## src/rtl/i2cm_pkg.sv

```systemverilog
`timescale 1ns / 1ps
// ----------------------------------------------------------------------------
// i2cm_pkg
// Shared types and constants of the I2C master bit engine.
// ----------------------------------------------------------------------------
package i2cm_pkg;

  // Stream and configuration port widths
  localparam int unsigned IN_TDATA_W  = 16;
  localparam int unsigned OUT_TDATA_W = 16;
  localparam int unsigned CFG_IDX_W   = 1;
  localparam int unsigned CFG_DATA_W  = 16;

  // Configuration register indexes
  localparam logic [CFG_IDX_W-1:0] REG_HALF_PERIOD = 1'd0;
  localparam logic [CFG_IDX_W-1:0] REG_ACK_TIMEOUT = 1'd1;

  localparam logic [CFG_DATA_W-1:0] HALF_PERIOD_RESET = 16'd2;
  localparam logic [CFG_DATA_W-1:0] ACK_TIMEOUT_RESET = 16'd250;

  // Parameter defaults
  localparam int unsigned TICK_COUNTER_BITS_DEF = 16;
  localparam int unsigned QUEUE_DEPTH_DEF       = 2;

  // Bus command codes as they arrive on the request stream
  localparam logic [2:0] CMD_TICK  = 3'd0;
  localparam logic [2:0] CMD_START = 3'd1;
  localparam logic [2:0] CMD_STOP  = 3'd2;
  localparam logic [2:0] CMD_WRITE = 3'd3;
  localparam logic [2:0] CMD_WAIT  = 3'd4;
  localparam logic [2:0] CMD_READ  = 3'd5;

  typedef enum logic [2:0] {
    KIND_TICK,
    KIND_START,
    KIND_STOP,
    KIND_WRITE,
    KIND_WAIT,
    KIND_READ
  } kind_e;

  typedef enum logic [3:0] {
    PH_IDLE,
    PH_ST_B,
    PH_ST_C,
    PH_SP_B,
    PH_SP_C,
    PH_WR_HIGH,
    PH_WR_LOW,
    PH_WR_END,
    PH_RD_HIGH,
    PH_RD_LOW,
    PH_AK_A,
    PH_AK_B,
    PH_AK_C,
    PH_WA_B,
    PH_WA_POLL
  } phase_e;

  // Classified request as it sits in the queue
  typedef struct packed {
    kind_e      kind;
    logic [7:0] write_data;
    logic       send_ack;
    logic       sda_sample;
  } item_t;

  // Result item, scl_level in the lowest bit
  typedef struct packed {
    logic       ack_failed;
    logic [7:0] read_data;
    logic       done_res;
    logic       busy_res;
    logic       sda_drive_enable;
    logic       sda_level;
    logic       scl_level;
  } result_t;

endpackage

```

## src/rtl/i2c_master_bit_engine_core.sv

```systemverilog
`timescale 1ns / 1ps
// ----------------------------------------------------------------------------
// i2c_master_bit_engine_core
// I2C master bit engine: start, stop, byte write/read and acknowledge wait.
// ----------------------------------------------------------------------------
// Each request on the input stream is one time unit: while idle it may carry
// a bus command, otherwise it moves the pin sequencer by one tick. Every
// request yields exactly one result with the pin levels after it. The engine
// takes one request per clock while the queue is not full. An accepted
// request enters the intake queue of QUEUE_DEPTH entries, and the sequencer
// then updates state and result register together once the output is free.
// Queue and output register let the input flow on until the queue fills
// while a result waits to be taken. Write configuration only while idle.
// ----------------------------------------------------------------------------
module i2c_master_bit_engine_core
  import i2cm_pkg::*;
#(
  parameter int unsigned TICK_COUNTER_BITS = TICK_COUNTER_BITS_DEF,
  parameter int unsigned QUEUE_DEPTH       = QUEUE_DEPTH_DEF
) (
  input  logic                   clk_i,
  input  logic                   rst_ni,
  input  logic                   s_axis_tvalid,
  output logic                   s_axis_tready,
  // [2:0] command, [10:3] write_data, [11] send_ack, [12] sda_sample
  input  logic [IN_TDATA_W-1:0]  s_axis_tdata,
  output logic                   m_axis_tvalid,
  input  logic                   m_axis_tready,
  // [0] scl_level, [1] sda_level, [2] sda_drive_enable, [3] busy_res,
  // [4] done_res, [12:5] read_data, [13] ack_failed
  output logic [OUT_TDATA_W-1:0] m_axis_tdata,
  input  logic                   cfg_we_i,
  input  logic [CFG_IDX_W-1:0]   cfg_idx_i,
  input  logic [CFG_DATA_W-1:0]  cfg_data_i
);

  logic [CFG_DATA_W-1:0] half_period_q, ack_timeout_q;
  logic                  push, q_full, q_valid, pop;
  item_t                 front_item, queue_item;
  result_t               result;

  always_ff @(posedge clk_i or negedge rst_ni) begin
    if (!rst_ni) begin
      half_period_q <= HALF_PERIOD_RESET;
      ack_timeout_q <= ACK_TIMEOUT_RESET;
    end else if (cfg_we_i) begin
      case (cfg_idx_i)
        REG_HALF_PERIOD: half_period_q <= cfg_data_i;
        REG_ACK_TIMEOUT: ack_timeout_q <= cfg_data_i;
        default: ;
      endcase
    end
  end

  i2cm_front u_front (
    .s_axis_tvalid (s_axis_tvalid),
    .s_axis_tready (s_axis_tready),
    .s_axis_tdata  (s_axis_tdata),
    .queue_full_i  (q_full),
    .push_o        (push),
    .item_o        (front_item)
  );

  i2cm_queue #(
    .DEPTH (QUEUE_DEPTH)
  ) u_queue (
    .clk_i   (clk_i),
    .rst_ni  (rst_ni),
    .push_i  (push),
    .item_i  (front_item),
    .full_o  (q_full),
    .valid_o (q_valid),
    .pop_i   (pop),
    .item_o  (queue_item)
  );

  i2cm_back #(
    .TICK_COUNTER_BITS (TICK_COUNTER_BITS)
  ) u_back (
    .clk_i         (clk_i),
    .rst_ni        (rst_ni),
    .item_valid_i  (q_valid),
    .item_i        (queue_item),
    .pop_o         (pop),
    .half_period_i (half_period_q),
    .ack_timeout_i (ack_timeout_q),
    .out_valid_o   (m_axis_tvalid),
    .out_ready_i   (m_axis_tready),
    .result_o      (result)
  );

  assign m_axis_tdata = {(OUT_TDATA_W - $bits(result_t))'(0), result};

`ifndef NO_ASSERTIONS
  // A completing request always leaves the engine idle
  assert property (@(posedge clk_i) disable iff (!rst_ni)
    m_axis_tvalid && result.done_res |-> !result.busy_res)
    else $error("done reported while still busy");

  // A failed acknowledge is only reported once the stop has finished
  assert property (@(posedge clk_i) disable iff (!rst_ni)
    m_axis_tvalid && result.ack_failed |-> !result.busy_res)
    else $error("ack failure flagged during a running command");

  // With the output register empty, a queued request shows up as a result next cycle
  assert property (@(posedge clk_i) disable iff (!rst_ni)
    q_valid && !m_axis_tvalid |=> m_axis_tvalid)
    else $error("queued request not moved to the output register");
`endif

endmodule

```

## src/rtl/i2cm_front.sv

```systemverilog
`timescale 1ns / 1ps
// ----------------------------------------------------------------------------
// i2cm_front
// Request intake: unpacks the input stream and classifies each command.
// ----------------------------------------------------------------------------
module i2cm_front
  import i2cm_pkg::*;
(
  input  logic                  s_axis_tvalid,
  output logic                  s_axis_tready,
  // [2:0] command, [10:3] write_data, [11] send_ack, [12] sda_sample
  input  logic [IN_TDATA_W-1:0] s_axis_tdata,
  input  logic                  queue_full_i,
  output logic                  push_o,
  output item_t                 item_o
);

  logic [2:0] cmd;

  assign cmd           = s_axis_tdata[2:0];
  assign s_axis_tready = !queue_full_i;
  assign push_o        = s_axis_tvalid && !queue_full_i;

  always_comb begin
    item_o.write_data = s_axis_tdata[10:3];
    item_o.send_ack   = s_axis_tdata[11];
    item_o.sda_sample = s_axis_tdata[12];
    case (cmd)
      CMD_START: item_o.kind = KIND_START;
      CMD_STOP:  item_o.kind = KIND_STOP;
      CMD_WRITE: item_o.kind = KIND_WRITE;
      CMD_WAIT:  item_o.kind = KIND_WAIT;
      CMD_READ:  item_o.kind = KIND_READ;
      // tick and unused codes only advance time
      default:   item_o.kind = KIND_TICK;
    endcase
  end

endmodule

```

## src/rtl/i2cm_queue.sv

```systemverilog
`timescale 1ns / 1ps
// ----------------------------------------------------------------------------
// i2cm_queue
// Short request queue between intake and sequencer.
// ----------------------------------------------------------------------------
module i2cm_queue
  import i2cm_pkg::*;
#(
  parameter int unsigned DEPTH = QUEUE_DEPTH_DEF
) (
  input  logic  clk_i,
  input  logic  rst_ni,
  input  logic  push_i,
  input  item_t item_i,
  output logic  full_o,
  output logic  valid_o,
  input  logic  pop_i,
  output item_t item_o
);

  localparam int unsigned PTR_W = (DEPTH > 1) ? $clog2(DEPTH) : 1;
  localparam int unsigned CNT_W = $clog2(DEPTH + 1);
  localparam logic [PTR_W-1:0] LAST_PTR = PTR_W'(DEPTH - 1);

  item_t            mem_q [DEPTH];
  logic [PTR_W-1:0] wr_ptr_q, wr_ptr_d;
  logic [PTR_W-1:0] rd_ptr_q, rd_ptr_d;
  logic [CNT_W-1:0] count_q, count_d;
  logic             do_push, do_pop;

  assign full_o  = (count_q == CNT_W'(DEPTH));
  assign valid_o = (count_q != '0);
  assign item_o  = mem_q[rd_ptr_q];
  assign do_push = push_i && !full_o;
  assign do_pop  = pop_i && valid_o;

  always_comb begin
    wr_ptr_d = wr_ptr_q;
    rd_ptr_d = rd_ptr_q;
    count_d  = count_q;
    if (do_push) begin
      wr_ptr_d = (wr_ptr_q == LAST_PTR) ? '0 : wr_ptr_q + PTR_W'(1);
    end
    if (do_pop) begin
      rd_ptr_d = (rd_ptr_q == LAST_PTR) ? '0 : rd_ptr_q + PTR_W'(1);
    end
    if (do_push && !do_pop) begin
      count_d = count_q + CNT_W'(1);
    end else if (do_pop && !do_push) begin
      count_d = count_q - CNT_W'(1);
    end
  end

  always_ff @(posedge clk_i or negedge rst_ni) begin
    if (!rst_ni) begin
      wr_ptr_q <= '0;
      rd_ptr_q <= '0;
      count_q  <= '0;
    end else begin
      wr_ptr_q <= wr_ptr_d;
      rd_ptr_q <= rd_ptr_d;
      count_q  <= count_d;
    end
  end

  always_ff @(posedge clk_i) begin
    if (do_push) begin
      mem_q[wr_ptr_q] <= item_i;
    end
  end

endmodule

```

## src/rtl/i2cm_back.sv

```systemverilog
`timescale 1ns / 1ps
// ----------------------------------------------------------------------------
// i2cm_back
// Pin sequencer: runs one time unit per request and registers the result.
// ----------------------------------------------------------------------------
module i2cm_back
  import i2cm_pkg::*;
#(
  parameter int unsigned TICK_COUNTER_BITS = TICK_COUNTER_BITS_DEF
) (
  input  logic                  clk_i,
  input  logic                  rst_ni,
  input  logic                  item_valid_i,
  input  item_t                 item_i,
  output logic                  pop_o,
  input  logic [CFG_DATA_W-1:0] half_period_i,
  input  logic [CFG_DATA_W-1:0] ack_timeout_i,
  output logic                  out_valid_o,
  input  logic                  out_ready_i,
  output result_t               result_o
);

  localparam int unsigned TW = TICK_COUNTER_BITS;

  phase_e        phase_q, phase_d;
  logic [TW-1:0] cnt_q, cnt_d;
  logic [3:0]    bit_q, bit_d, bit_inc;
  logic [7:0]    shift_q, shift_d;
  logic [15:0]   ack_wait_q, ack_wait_d;
  logic          scl_q, scl_d;
  logic          sda_q, sda_d;
  logic          sde_q, sde_d;
  logic          ack_choice_q, ack_choice_d;
  logic [7:0]    held_read_q, held_read_d;
  logic          held_fail_q, held_fail_d;
  logic          fail_pend_q, fail_pend_d;
  logic          out_valid_q;
  result_t       result_q;

  logic          step, accept, adv, cnt_dec, load_dly, go_idle, finish, timed_out;
  logic [32:0]   h_ext, lim;
  logic [TW-1:0] delay;

  // Advance when the output register is free or being drained
  assign step    = item_valid_i && (!out_valid_q || out_ready_i);
  assign pop_o   = step;
  assign bit_inc = bit_q + 4'd1;
  assign adv     = step && (phase_q != PH_IDLE) && (cnt_q <= TW'(1));
  assign timed_out = (ack_wait_q >= ack_timeout_i);

  // Delay reload: zero counts as one, saturate to the counter range
  always_comb begin
    h_ext = (half_period_i == '0) ? 33'd1 : 33'(half_period_i);
    lim   = (33'd1 << TW) - 33'd1;
    delay = (h_ext > lim) ? lim[TW-1:0] : h_ext[TW-1:0];
  end

  // Next state
  always_comb begin
    phase_d  = phase_q;
    accept   = 1'b0;
    cnt_dec  = 1'b0;
    load_dly = 1'b0;
    go_idle  = 1'b0;
    finish   = 1'b0;
    if (step) begin
      if (phase_q == PH_IDLE) begin
        accept = (item_i.kind != KIND_TICK);
        case (item_i.kind)
          KIND_START: phase_d = PH_ST_B;
          KIND_STOP:  phase_d = PH_SP_B;
          KIND_WRITE: phase_d = PH_WR_HIGH;
          KIND_WAIT:  phase_d = PH_WA_B;
          KIND_READ:  phase_d = PH_RD_HIGH;
          default:    phase_d = PH_IDLE;
        endcase
        load_dly = accept;
      end else if (cnt_q > TW'(1)) begin
        cnt_dec = 1'b1;
      end else begin
        case (phase_q)
          PH_ST_B:    begin phase_d = PH_ST_C; load_dly = 1'b1; end
          PH_ST_C:    finish = 1'b1;
          PH_SP_B:    begin phase_d = PH_SP_C; load_dly = 1'b1; end
          PH_SP_C:    finish = 1'b1;
          PH_WR_HIGH: begin phase_d = PH_WR_LOW; load_dly = 1'b1; end
          PH_WR_LOW: begin
            phase_d  = bit_inc[3] ? PH_WR_END : PH_WR_HIGH;
            load_dly = 1'b1;
          end
          PH_WR_END:  finish = 1'b1;
          PH_RD_HIGH: begin
            phase_d  = bit_inc[3] ? PH_AK_A : PH_RD_LOW;
            load_dly = 1'b1;
          end
          PH_RD_LOW:  begin phase_d = PH_RD_HIGH; load_dly = 1'b1; end
          PH_AK_A:    begin phase_d = PH_AK_B; load_dly = 1'b1; end
          PH_AK_B:    begin phase_d = PH_AK_C; load_dly = 1'b1; end
          PH_AK_C:    finish = 1'b1;
          PH_WA_B:    begin phase_d = PH_WA_POLL; load_dly = 1'b1; end
          PH_WA_POLL: begin
            if (!item_i.sda_sample) begin
              finish = 1'b1;
            end else if (timed_out) begin
              phase_d  = PH_SP_B;
              load_dly = 1'b1;
            end
          end
          default:    go_idle = 1'b1;
        endcase
        if (finish) begin
          go_idle = 1'b1;
        end
        if (go_idle) begin
          phase_d = PH_IDLE;
        end
      end
    end
  end

  // Pins, shift data, counters and held status
  always_comb begin
    cnt_d        = cnt_q;
    bit_d        = bit_q;
    shift_d      = shift_q;
    ack_wait_d   = ack_wait_q;
    scl_d        = scl_q;
    sda_d        = sda_q;
    sde_d        = sde_q;
    ack_choice_d = ack_choice_q;
    held_read_d  = held_read_q;
    held_fail_d  = held_fail_q;
    fail_pend_d  = fail_pend_q;

    if (load_dly) begin
      cnt_d = delay;
    end else if (go_idle) begin
      cnt_d = '0;
    end else if (cnt_dec) begin
      cnt_d = cnt_q - TW'(1);
    end

    if (accept) begin
      held_fail_d = 1'b0;
      fail_pend_d = 1'b0;
      case (item_i.kind)
        KIND_START: begin sde_d = 1'b1; sda_d = 1'b1; scl_d = 1'b1; end
        KIND_STOP:  begin sde_d = 1'b1; scl_d = 1'b0; sda_d = 1'b0; end
        KIND_WRITE: begin
          shift_d = item_i.write_data;
          bit_d   = '0;
          sde_d   = 1'b1;
          scl_d   = 1'b0;
          sda_d   = item_i.write_data[7];
        end
        KIND_WAIT:  begin sde_d = 1'b0; sda_d = 1'b1; end
        KIND_READ: begin
          ack_choice_d = item_i.send_ack;
          shift_d      = '0;
          bit_d        = '0;
          sde_d        = 1'b0;
          scl_d        = 1'b0;
        end
        default: ;
      endcase
    end else if (adv) begin
      case (phase_q)
        PH_ST_B:    sda_d = 1'b0;
        PH_ST_C:    scl_d = 1'b0;
        PH_SP_B:    begin scl_d = 1'b1; sda_d = 1'b1; end
        PH_SP_C: begin
          if (fail_pend_q) begin
            held_fail_d = 1'b1;
            fail_pend_d = 1'b0;
          end
        end
        PH_WR_HIGH: scl_d = 1'b1;
        PH_WR_LOW: begin
          scl_d   = 1'b0;
          bit_d   = bit_inc;
          shift_d = {shift_q[6:0], 1'b0};
          sda_d   = shift_q[6];
        end
        PH_RD_HIGH: begin
          scl_d   = 1'b1;
          shift_d = {shift_q[6:0], item_i.sda_sample};
          bit_d   = bit_inc;
        end
        PH_RD_LOW:  scl_d = 1'b0;
        PH_AK_A:    begin scl_d = 1'b0; sde_d = 1'b1; sda_d = !ack_choice_q; end
        PH_AK_B:    scl_d = 1'b1;
        PH_AK_C:    begin scl_d = 1'b0; held_read_d = shift_q; end
        PH_WA_B:    begin scl_d = 1'b1; ack_wait_d = '0; end
        PH_WA_POLL: begin
          if (!item_i.sda_sample) begin
            scl_d = 1'b0;
          end else if (timed_out) begin
            sde_d       = 1'b1;
            scl_d       = 1'b0;
            sda_d       = 1'b0;
            fail_pend_d = 1'b1;
          end else begin
            ack_wait_d = ack_wait_q + 16'd1;
          end
        end
        default: ;
      endcase
    end
  end

  always_ff @(posedge clk_i or negedge rst_ni) begin
    if (!rst_ni) begin
      phase_q      <= PH_IDLE;
      cnt_q        <= '0;
      bit_q        <= '0;
      shift_q      <= '0;
      ack_wait_q   <= '0;
      scl_q        <= 1'b1;
      sda_q        <= 1'b1;
      sde_q        <= 1'b1;
      ack_choice_q <= 1'b0;
      held_read_q  <= '0;
      held_fail_q  <= 1'b0;
      fail_pend_q  <= 1'b0;
      out_valid_q  <= 1'b0;
    end else begin
      phase_q      <= phase_d;
      cnt_q        <= cnt_d;
      bit_q        <= bit_d;
      shift_q      <= shift_d;
      ack_wait_q   <= ack_wait_d;
      scl_q        <= scl_d;
      sda_q        <= sda_d;
      sde_q        <= sde_d;
      ack_choice_q <= ack_choice_d;
      held_read_q  <= held_read_d;
      held_fail_q  <= held_fail_d;
      fail_pend_q  <= fail_pend_d;
      if (step) begin
        out_valid_q <= 1'b1;
      end else if (out_ready_i) begin
        out_valid_q <= 1'b0;
      end
    end
  end

  always_ff @(posedge clk_i) begin
    if (step) begin
      result_q.scl_level        <= scl_d;
      result_q.sda_level        <= sda_d;
      result_q.sda_drive_enable <= sde_d;
      result_q.busy_res         <= (phase_d != PH_IDLE);
      result_q.done_res         <= finish;
      result_q.read_data        <= held_read_d;
      result_q.ack_failed       <= held_fail_d;
    end
  end

  assign out_valid_o = out_valid_q;
  assign result_o    = result_q;

endmodule
```

## config.mk

```make
export PLATFORM = sky130hd
export DESIGN_NAME = i2c_master_bit_engine_core
export DESIGN_NICKNAME = d
export VERILOG_FILES = /design/src/rtl/i2cm_pkg.sv /design/src/rtl/i2c_master_bit_engine_core.sv /design/src/rtl/i2cm_front.sv /design/src/rtl/i2cm_queue.sv /design/src/rtl/i2cm_back.sv
export SDC_FILE = /design/constraint.sdc
export NUM_CORES = 1
export LEC_CHECK = 0
export ABC_AREA = 1
export BUFFER_PORTS_ARGS = -buffer_cell sky130_fd_sc_hd__buf_4
export CAP_MARGIN = 0
export CORE_UTILIZATION = 55
export CTS_BUF_LIST = sky130_fd_sc_hd__clkbuf_4 sky130_fd_sc_hd__clkbuf_8
export CTS_CLUSTER_SIZE = 28
export DETAILED_ROUTE_END_ITERATION = 10
export HOLD_SLACK_MARGIN = 0.08
export PLACE_DENSITY = 0.74
export SETUP_SLACK_MARGIN = 0.1
export SYNTH_ARGS = -nofsm -noshare
export SYNTH_HDL_FRONTEND = slang
export SYNTH_SLANG_ARGS = --single-unit
export TNS_END_PERCENT = 100
```

## constraint.sdc

```tcl
create_clock -name clk_i -period 3.3 [get_ports clk_i]
set_input_delay 0.495 -clock clk_i [delete_from_list [all_inputs] [get_ports clk_i]]
set_output_delay 0.495 -clock clk_i [all_outputs]
set_load 0.05 [all_outputs]
```

==> metrics.md <==
| Metric | Value |
|---|---|
| Status | `completed` |
| Final period util | `0.842` |
| Starting Density | `0.567` |
| FP Rows | `42` |
| Worst path depth | `15` |
| Synth area leaders | `dfrtp_1 29%, edfxtp_1 16%, nand2_1 13%` |
| Buf/Inv on CP | `1` |
| 1st-iter DRT viols | `around 430` |
| Maximum vdd drop | `about 770 µV` |
| EDFF count, synth | `40` |
| Fmax | `360 MHz` |
| Warnings, synthesis | `0` |
| GRT Total Usage | `0.245` |
| Total wire length | `16400 µm` |
| Residual DRC | `0` |
| Slowest-stage cell, CP | `dfrtp_1` |
| Sequential share of the synthesized area | `0.487` |
| Met1 wire length | `7630 µm` |
| Global-route wire length before repair | `about 27000 µm` |
| Gpl congestion | `between 0.8 and 0.9` |
| Hold_buf cts | `0` |
| Share of layout cells above drive strength 1 | `0.156` |
| Core area | `between 10000 and 15000 µm²` |
| Num CTS Buffers | `17` |
| Die width | `119 µm` |
| CP arrival | `3.12 ns` |
| Power per Cell Area | `roughly 770 nW/µm²` |
| Largest family of logic cells by synthesized area | `simple AND/OR/NAND/NOR gates` |
| Top cell family by delay on the critical path | `simple AND/OR/NAND/NOR gates` |
| Wire per inst | `between 10 and 15 µm` |
| Final Max Slew Viols | `0` |
| Ys flop type | `dfrtp_1` |
| DRT Pass-1 Iters | `5` |
| Mapped Cells | `898` |
| Max-Cap Viols | `0` |
| Synthesis-to-finish area growth | `12.4%` |
| RSZ-0062 raised after global routing | `false` |
| Cell breakdown of the critical path | `ha_1 > nand2_1 > inv_1 > nor2_1 > o21ai_0 > a21oi_1 > nand2_1 > nand3_1 > nand2_1 > nand2_4 > nand2_4 > nor2_8 > nand2_4 > nand2_1 > nand2_1` |
| Antenna violations before repair | `0` |
| CP max stage delay | `around 0.43 ns` |
| Fin nets | `about 1000` |
| Setup CP Type | `flip-flop to flip-flop` |
| Peak fanout along the critical path | `17` |
| Max_slew headroom | `0.284` |
| Leak pwr | `0.00426 µW` |
| Compound-gate portion of the synthesized area | `0.0923` |
| Largest net degree at the start of global routing | `58` |
| Clock period minus final worst setup slack | `around 2.8 ns` |
| Via count | `6093` |
| Clock tree buffer depth | `2` |
| Synth Area in XOR/XNOR | `0.0266` |
| Commonest cells post-synth | `260 x nand2_1, 98 x inv_1, 89 x dfrtp_1, 63 x nor2_1, 60 x o21ai_0` |
| Avg Inst Size Synth | `8.44 µm²` |
| Mux cell area share after synthesis | `0.0145` |
| Crit path top cell by count | `nand2_1` |
| Worst setup slack after layout | `approximately 0.52 ns` |
| Most area-hungry cell type in the Yosys netlist | `dfrtp_1` |
| H-tree Lvls | `4` |
| CTS sink count | `roughly 140` |
| Power Total | `~6500 µW` |
| Grt ovf | `0` |
| Cells after DPL | `about 1100` |
| Critical path capture point type | `flip-flop` |
| Uppermost routed layer | `met4` |
| Min-delay worst type | `input pin to asynchronous set/reset pin` |
| Die Span Y | `about 120 µm` |
| Reg2reg path depth | `15` |
| Top-count cell post-synth | `nand2_1` |
| Least-Margin Pin Slew | `1.07 ns` |
| Met2 WL | `7650 µm` |
| Worst-skew pair later-pin latency | `0.46 ns` |
| Cell variety after synth | `57` |
| Startpoint Class | `flip-flop` |
| CTS tree | `built` |
| Post-synthesis adder-cell area fraction | `0.0347` |
| Yosys reg bits | `139` |
| DP Wirelength | `12000 µm` |
| Final setup fails | `0` |
| Post-synth top area share | `0.294` |
| Post-CTS Resized | `0` |
| Clk slew on worst S/H paths | `around 0.09 ns` |
| Clock root buffer | `clkbuf_8` |
| Metal3 WL | `about 820 µm` |
| Endpoints failing hold | `0` |
| Vias in the first global route | `between 5000 and 6000` |
| DR vias/cell | `~5.3` |
| Post-DRT Antenna Nets | `0` |
| Worst Path Required | `about 3.6 ns` |
| Setup tns final | `0 ns` |
| Post-CTS setup buffer count | `0` |
| Synth Cell Area | `7570 µm²` |
| Non-Filler Instances | `around 1100` |
| PortBufs | `50` |
| Post-synthesis simple-gate area fraction | `0.269` |
| IO Count | `56` |
| Antenna cells | `0` |
| Pre-CTS setup slack | `about 0.52 ns` |
| Clock skew | `approximately 0.012 ns` |
| Die area | `about 14000 µm²` |
| Synth async-reset ratio | `0.712` |
[metal layers]
metal	vias to the layer above	global-route usage
met5	-	0
met1	2864	0.329
met2	151	0.388
met4	0	0.0891
li1	3052	-
met3	26	0.0589
[metrics by stage]
step / hold WS (ns) / area (µm²) / utilization
after global routing: 0.151 / 8520 / 0.638
after global placement: 0.470 / 8110 / 0.608
after floorplan: 0.199 / 7580 / -
after detailed placement: 0.477 / 8110 / 0.608
final: 0.105 / 8520 / 0.638
after CTS: 0.112 / 8520 / 0.638
[worst reg2reg max path: cells and delay by family (launching register included)]
| family | cells | cell delay [ns] |
|---|---|---|
| AO/OA/AOI/OAI | 2 | 0.31 |
| buffers and inverters | 1 | 0.04 |
| AND/OR/NAND/NOR | 11 | 1.57 |
| flip-flops | 1 | 0.43 |
| adder cells (fa/ha/maj) | 1 | 0.31 |
[report_power, final]
group          switching (µW)  total (µW)  internal [µW]
clock network             711        1420            708
logic                    1730        2630            903
registers                 304        2500           2190
total                    2740        6540           3800
[area by class of cell]
cell class,instances,area [µm²]
clock buffer,18,248
clock inverter,14,160
fill,1157,4830
inverter,113,432
multi-input combinational,624,3320
sequential,139,3690
tap,176,220
timing repair buffer,58,448
[placed cells by master, fill, tap and decap left out, types with 3 or more instances in the layout]
| cell | count |
|---|---|
| xor2_1 | 14 |
| dfstp_2 | 10 |
| o31ai_1 | 7 |
| nor2_1 | 63 |
| clkbuf_8 | 18 |
| nand3b_1 | 17 |
| xnor2_1 | 9 |
| nand2_1 | 260 |
| nor4_1 | 7 |
| mux2_2 | 8 |
| edfxtp_1 | 40 |
| clkinvlp_4 | 4 |
| nand4_1 | 13 |
| inv_4 | 3 |
| dfrtp_1 | 89 |
| inv_1 | 98 |
| o21ai_1 | 3 |
| ha_1 | 21 |
| inv_2 | 11 |
| nor2_4 | 4 |
| nor2_2 | 6 |
| nand2_2 | 5 |
| nor3_1 | 9 |
| nand2_4 | 6 |
| buf_4 | 57 |
| nand3_1 | 40 |
| o21ai_0 | 60 |
| a21oi_1 | 36 |
| inv_6 | 4 |
[sequential cells by signal, summed over array words and instances (netlist names), 4 cells and up]
register	flops
u_queue.mem_q	26
ack_timeout_q	16
half_period_q	16
u_back.ack_wait_q	16
u_back.cnt_q	16
u_back.result_o	14
u_back.held_read_q	8
u_back.shift_q	8
u_back.bit_q	4
u_back.phase_q	4
[path summary, 6_finish.rpt]
check | startpoint | end | slack [ns]
min | rst_ni | half_period_q[3] | 0.10
min in group clk_i | s_axis_tdata[7] | u_queue.mem_q[1][6] | 0.21
max in group asynchronous | rst_ni | u_back.scl_q | 2.44
max reg2reg | u_back.ack_wait_q[13] | u_back.cnt_q[10] | 0.52
max | u_back.ack_wait_q[13] | u_back.cnt_q[10] | 0.52
min reg2reg | ack_timeout_q[15] | ack_timeout_q[15] | 0.49
[logic make-up (layout without fill, tap and decap cells)]
| logic type | after synthesis | in the layout |
|---|---|---|
| compound gates | 125 | 125 |
| fa+ha+maj | 21 | 21 |
| simple gates | 443 | 443 |
| mux | 10 | 10 |
| other cells | 1 | 2 |
| xor+xnor | 23 | 23 |
| buf+inv | 136 | 203 |
| flops | 139 | 139 |
(Power assumes the default switching activity.)
